File: src/epcg_pkg.sv
`default_nettype none
package epcg_pkg;

    // Default sieve depth, one entry per coefficient index.
    localparam int unsigned MAX_N_DEF = 4096;

    // Widths fixed by the item fields.
    localparam int unsigned IDX_W   = 12;
    localparam int unsigned TRACE_W = 9;
    localparam int unsigned COEF_W  = 32;
    localparam int unsigned STAT_W  = 2;
    localparam int unsigned PROD_W  = 64;

    // Result status codes.
    localparam logic [STAT_W-1:0] STAT_OK  = 2'd0;
    localparam logic [STAT_W-1:0] STAT_OVF = 2'd1;
    localparam logic [STAT_W-1:0] STAT_REJ = 2'd2;

    // Sequencer states.
    typedef enum logic [3:0] {
        ST_CLEAR,
        ST_IDLE,
        ST_LOOKUP,
        ST_CLASSIFY,
        ST_SQUARE,
        ST_MARK_RD,
        ST_MARK_WR,
        ST_FACT_RD,
        ST_FACT_CHK,
        ST_POWER_INIT,
        ST_PW_A,
        ST_PW_B,
        ST_PW_C,
        ST_FINAL_A,
        ST_FINAL_B
    } epcg_state_t;

    // True when a 64-bit signed value lies in the signed 32-bit range.
    function automatic logic fits32(input logic signed [PROD_W-1:0] v);
        fits32 = (v[PROD_W-1:COEF_W-1] == '0) || (v[PROD_W-1:COEF_W-1] == '1);
    endfunction

endpackage
`default_nettype wire

File: src/epcg_mul.sv
`default_nettype none
module epcg_mul
    import epcg_pkg::*;
(
    input  wire logic                     aclk,
    input  wire logic signed [COEF_W-1:0] op_a,
    input  wire logic signed [COEF_W-1:0] op_b,
    output logic signed [PROD_W-1:0]      prod
);

    // Shared signed multiplier with a registered product.
    always_ff @(posedge aclk) begin
        prod <= op_a * op_b;
    end

endmodule
`default_nettype wire

File: config.mk
export PLATFORM = sky130hd
export DESIGN_NAME = epcg_mul
export DESIGN_NICKNAME = d
export VERILOG_FILES = /design/src/epcg_pkg.sv /design/src/epcg_mul.sv
export SDC_FILE = /design/constraint.sdc
export NUM_CORES = 2
export LEC_CHECK = 0
export BUFFER_PORTS_ARGS = -buffer_cell sky130_fd_sc_hd__buf_2
export CAP_MARGIN = 20
export CORE_UTILIZATION = 43
export CTS_CLUSTER_DIAMETER = 40
export DETAILED_ROUTE_END_ITERATION = 8
export HOLD_SLACK_MARGIN = 0.06
export PLACE_DENSITY = 0.7
export SYNTH_ARGS = -nofsm -noshare
export SYNTH_HDL_FRONTEND = slang
export SYNTH_SLANG_ARGS = --single-unit
File: constraint.sdc
create_clock -name aclk -period 15.1 [get_ports aclk]
set_clock_uncertainty 0.1 [all_clocks]
set_input_delay 4.53 -clock aclk [delete_from_list [all_inputs] [get_ports aclk]]
set_output_delay 4.53 -clock aclk [all_outputs]
set_load 0.02 [all_outputs]
# Yosys cells after proc, flatten, opt, wreduce, memory -nomap -nowiden
# Index checks and enable logic that the tools add are counted.
# op_classes
mul	1
# ops
cell	n
$mul 32x32->64	1
# totals
wordCells	2
input_bits	65
reg_bits	64

# Longest topological paths before layout
# logic_depth
ltp_word	1
depth_mapped	28

# Worst setup path after synthesis
# Ideal clock, no wire load.
# synth_timing
path_kind	input to register
startpoint	in op_b[2]
endpoint	reg prod[62]
setup_time_ps	72
path_slack_ps	3209
required_time_ps	14928
arrival_ps	11719
stages	24
cell_sequence	clkbuf_1 nand2_1 inv_1 fa_1 fa_1 fa_1 fa_1 inv_1 fa_1 inv_1 fa_1 inv_1 fa_1 inv_1 fa_1 ha_1 and3_1 nand2_1 or3_1 o22a_1 o211ai_1 a31oi_1 o31ai_1 xor2_1
# synth_between
elab_chain_len	1
# synth_lines
item	line	text
from (decl)	epcg_mul.sv:7	input wire logic signed [COEF_W-1:0] op_b,
$mul 32x32->64	epcg_mul.sv:13	prod <= op_a * op_b;
to (signal assigned)	epcg_mul.sv:13	
to (decl)	epcg_mul.sv:8	output logic signed [PROD_W-1:0] prod
# No other way between the ends.

# Worst setup path after layout
# Ends and elaborated chain as after synthesis.

==> impl_results.md <==
* Status: completed
* Largest reg by FF count: prod
* Starting DRT DRC Count at 1,322
* Most prevalent standard cell on the critical path: fa_1
* GP Congestion at 0.9098
* Register area share after synthesis at 0.03440
* Htree depth at 3
* Top-level I/O count at 129
* Required time worst endpoint at 15.33 ns
* Final min period at 13.08 ns
* Post-CTS Hold Buffers at 0
* Fin nets at 5,168
* Root Buffer Master: clkbuf_16
* Layout cell share with drive strength beyond 1 at 0.04660
* Max-cap violations at 0
* CP max FO at 32
* Hold Crit Class: in -> reg
* Post-CTS Setup Bufs at 0
* CTS tree: built
* Residual DRC count at 0
* Pin count of the biggest net entering global routing at 33
* Final wirelength at 98,190 µm
* Crit path launch type: primary input
* Register bit total from synthesis at 64
* Initial antenna violation count at 5
* Worst-Margin Slew at 1.021 ns
* Hpwl dp at 79,740 µm
* Setup violators final at 0
* Max transition margin at 0.3196
* Post-CTS Resized at 0
* Clk sink count at 64
* DIE AREA at 87,790 µm²
* Post-synth EDFFs at 0
* Buffers on Ports at 128
* Core Region at 85,410 µm²
* CP arrival at 13.30 ns
* Vias in the first global route at 29,434
* Setup Crit Path Kind: in -> reg
* CTS Buf Count at 9
* Via count at 25,754
* Warnings from Yosys at 0
* Post-synth ARST share at 0
* Final Hold Viols at 0
* Ys flop type: dfxtp_1
* Vias per cell at 5.165
* Std cell rows at 107
* Die X at 296.3 µm
* GRT Util Overall at 0.2421
* Setup crit end kind: flop
* Largest register FFs at 64
* Crit path launch: op_b[2]
* GRT overflow at 0
* Slew Viols, Final at 0
* First-pass GRT wire length at 161,700 µm
* CP Cell Sequence: buf_2, nand2_1, inv_1, fa_1, fa_1, fa_1, fa_1, inv_1, fa_1, inv_1, fa_1, inv_1, fa_1, fa_1, inv_1, ha_1, and3_1, nand2_1, or3_1, o211ai_1, a31oi_1, o31ai_1, xor2_1
* Post-route setup TNS at 0 ns
* Syn Std Cell Area at 37,240 µm²
* Max clock buf depth at 2
* Post-DR wirelength/cell at 19.69 µm
* Part of the cycle the worst path needs at 0.8659
* Syn-to-layout area delta at 4.690%
* Syn avg cell area at 9.589 µm²
* Hold path startpoint: op_a[0]
* Initial core utilization at 0.4360
* Biggest regs: prod (64)
* Yosys cell types at 63
* RSZ-0062 raised after global routing: false
* Number of routed nets with antenna violations at 0
* Slowest-stage cell, CP: fa_1
* Die Ht at 296.3 µm
* Syn Inst Count at 3,884
* Clock-pin slew on the worst setup and hold paths at 0.06 ns
* Fmax achieved at 76.48 MHz
* Max incr delay on CP at 1.03 ns
* Syn Nets at 5,215
* DRT Pass-1 Iters at 5
cells in the mapped netlist (all sizes together) (7+ instances only):
| cell | number | area share |
|---|---|---|
| a211oi | 8 | 0.0024 |
| dfxtp | 64 | 0.034 |
| fa | 1082 | 0.58 |
| nor3 | 7 | 0.0011 |
| o21ai | 31 | 0.0044 |
| and3 | 9 | 0.0017 |
| inv | 952 | 0.096 |
| nand4 | 7 | 0.0012 |
| nand2 | 511 | 0.052 |
| xnor2 | 53 | 0.012 |
| a21oi | 68 | 0.0091 |
| ha | 184 | 0.062 |
| a21o | 25 | 0.0051 |
| and2 | 516 | 0.087 |
| xor2 | 22 | 0.0052 |
| o31ai | 7 | 0.0018 |
| nand2b | 9 | 0.0015 |
| clkbuf | 195 | 0.020 |
| a31oi | 13 | 0.0026 |
| nand3 | 15 | 0.0020 |
| nor2 | 42 | 0.0042 |
| o21bai | 15 | 0.0030 |
worst paths after layout:
check / endpoint / slack [ns] / cells after the start
setup / recovery: prod[62] / 2.02 / 23
hold / removal: prod[0] / 4.67 / 2
layer usage:
metal	vias to the layer above	track usage	part of all wire
met3	217	0.05477	0.076
met4	8	0.09303	0.039
met5	-	0	0.00059
met2	959	0.4180	0.51
met1	13620	0.2940	0.38
li1	10950	-	-
layout by cell type (no fill, tap or decap), drive strengths merged, types with 2 or more instances in the layout:
cell type,count
and4,4
nor2b,3
o31a,2
nand3b,2
dfxtp,64
o22a,2
a21o,25
and3,9
a21boi,3
and2,516
o31ai,7
nand2b,9
buf,142
ha,184
a2111oi,2
o211ai,3
xnor2,53
o21ai,31
a211oi,8
nand2,511
bufinv,2
nor2,42
nand4,7
a31oi,13
nor4,2
o21bai,15
xor2,22
or3,5
clkbuf,12
nor3,7
o21a,4
inv,952
a21oi,68
fa,1082
nand3,15
through the flow:
stage | util | worst slack (ns) | cells | instance area, µm² | hold WS [ns]
5_1_grt | 0.4564 | 1.710 | 4985 | 38990 | 4.677
6_report | 0.4565 | 2.024 | 4986 | 38990 | 4.670
2_1_floorplan | - | 3.209 | 3884 | 37240 | 4.557
3_3_place_gp | 0.4527 | 1.755 | 4970 | 38660 | 4.845
4_1_cts | 0.4564 | 2.044 | 4985 | 38990 | 4.637
3_5_place_dp | 0.4527 | 1.672 | 4970 | 38660 | 4.844
logic make-up (layout without fill, tap and decap cells):
| kind of cell | Yosys count | count (layout) | synth area share |
|---|---|---|---|
| xor gates and xnor gates | 75 | 75 | 0.01764 |
| DFF | 64 | 64 | 0.03440 |
| other | 0 | 1 | 0 |
| AOI/OAI and AO/OA | 193 | 193 | 0.03464 |
| and+or+nand+nor | 1134 | 1134 | 0.1537 |
| adders and majority gates | 1266 | 1266 | 0.6434 |
| buffers and inverters | 1152 | 1109 | 0.1162 |
worst max-delay path: cells and delay by family:
kind | cells | cell delay (ns)
AND/OR/NAND/NOR | 4 | 0.88
AO/OA/AOI/OAI | 3 | 1.07
adder cells (fa/ha/maj) | 9 | 5.23
XOR/XNOR | 1 | 0.16
buffers and inverters | 6 | 1.36
area by class of cell:
class / instances / area [µm²]
fillers: 8083 / 46430
multi-input cells: 2668 / 31630
inverters: 952 / 3573
well taps: 1144 / 1431
flip-flops and latches: 64 / 1281
repair buffers: 142 / 745.7
clock buffers: 12 / 256.5
clock inverters: 3 / 65.06
diodes: 1 / 2.502
Power is left out: the tool's default activity adds up to more than one toggle a clock period on the data nets, which glitch-free logic cannot reach.
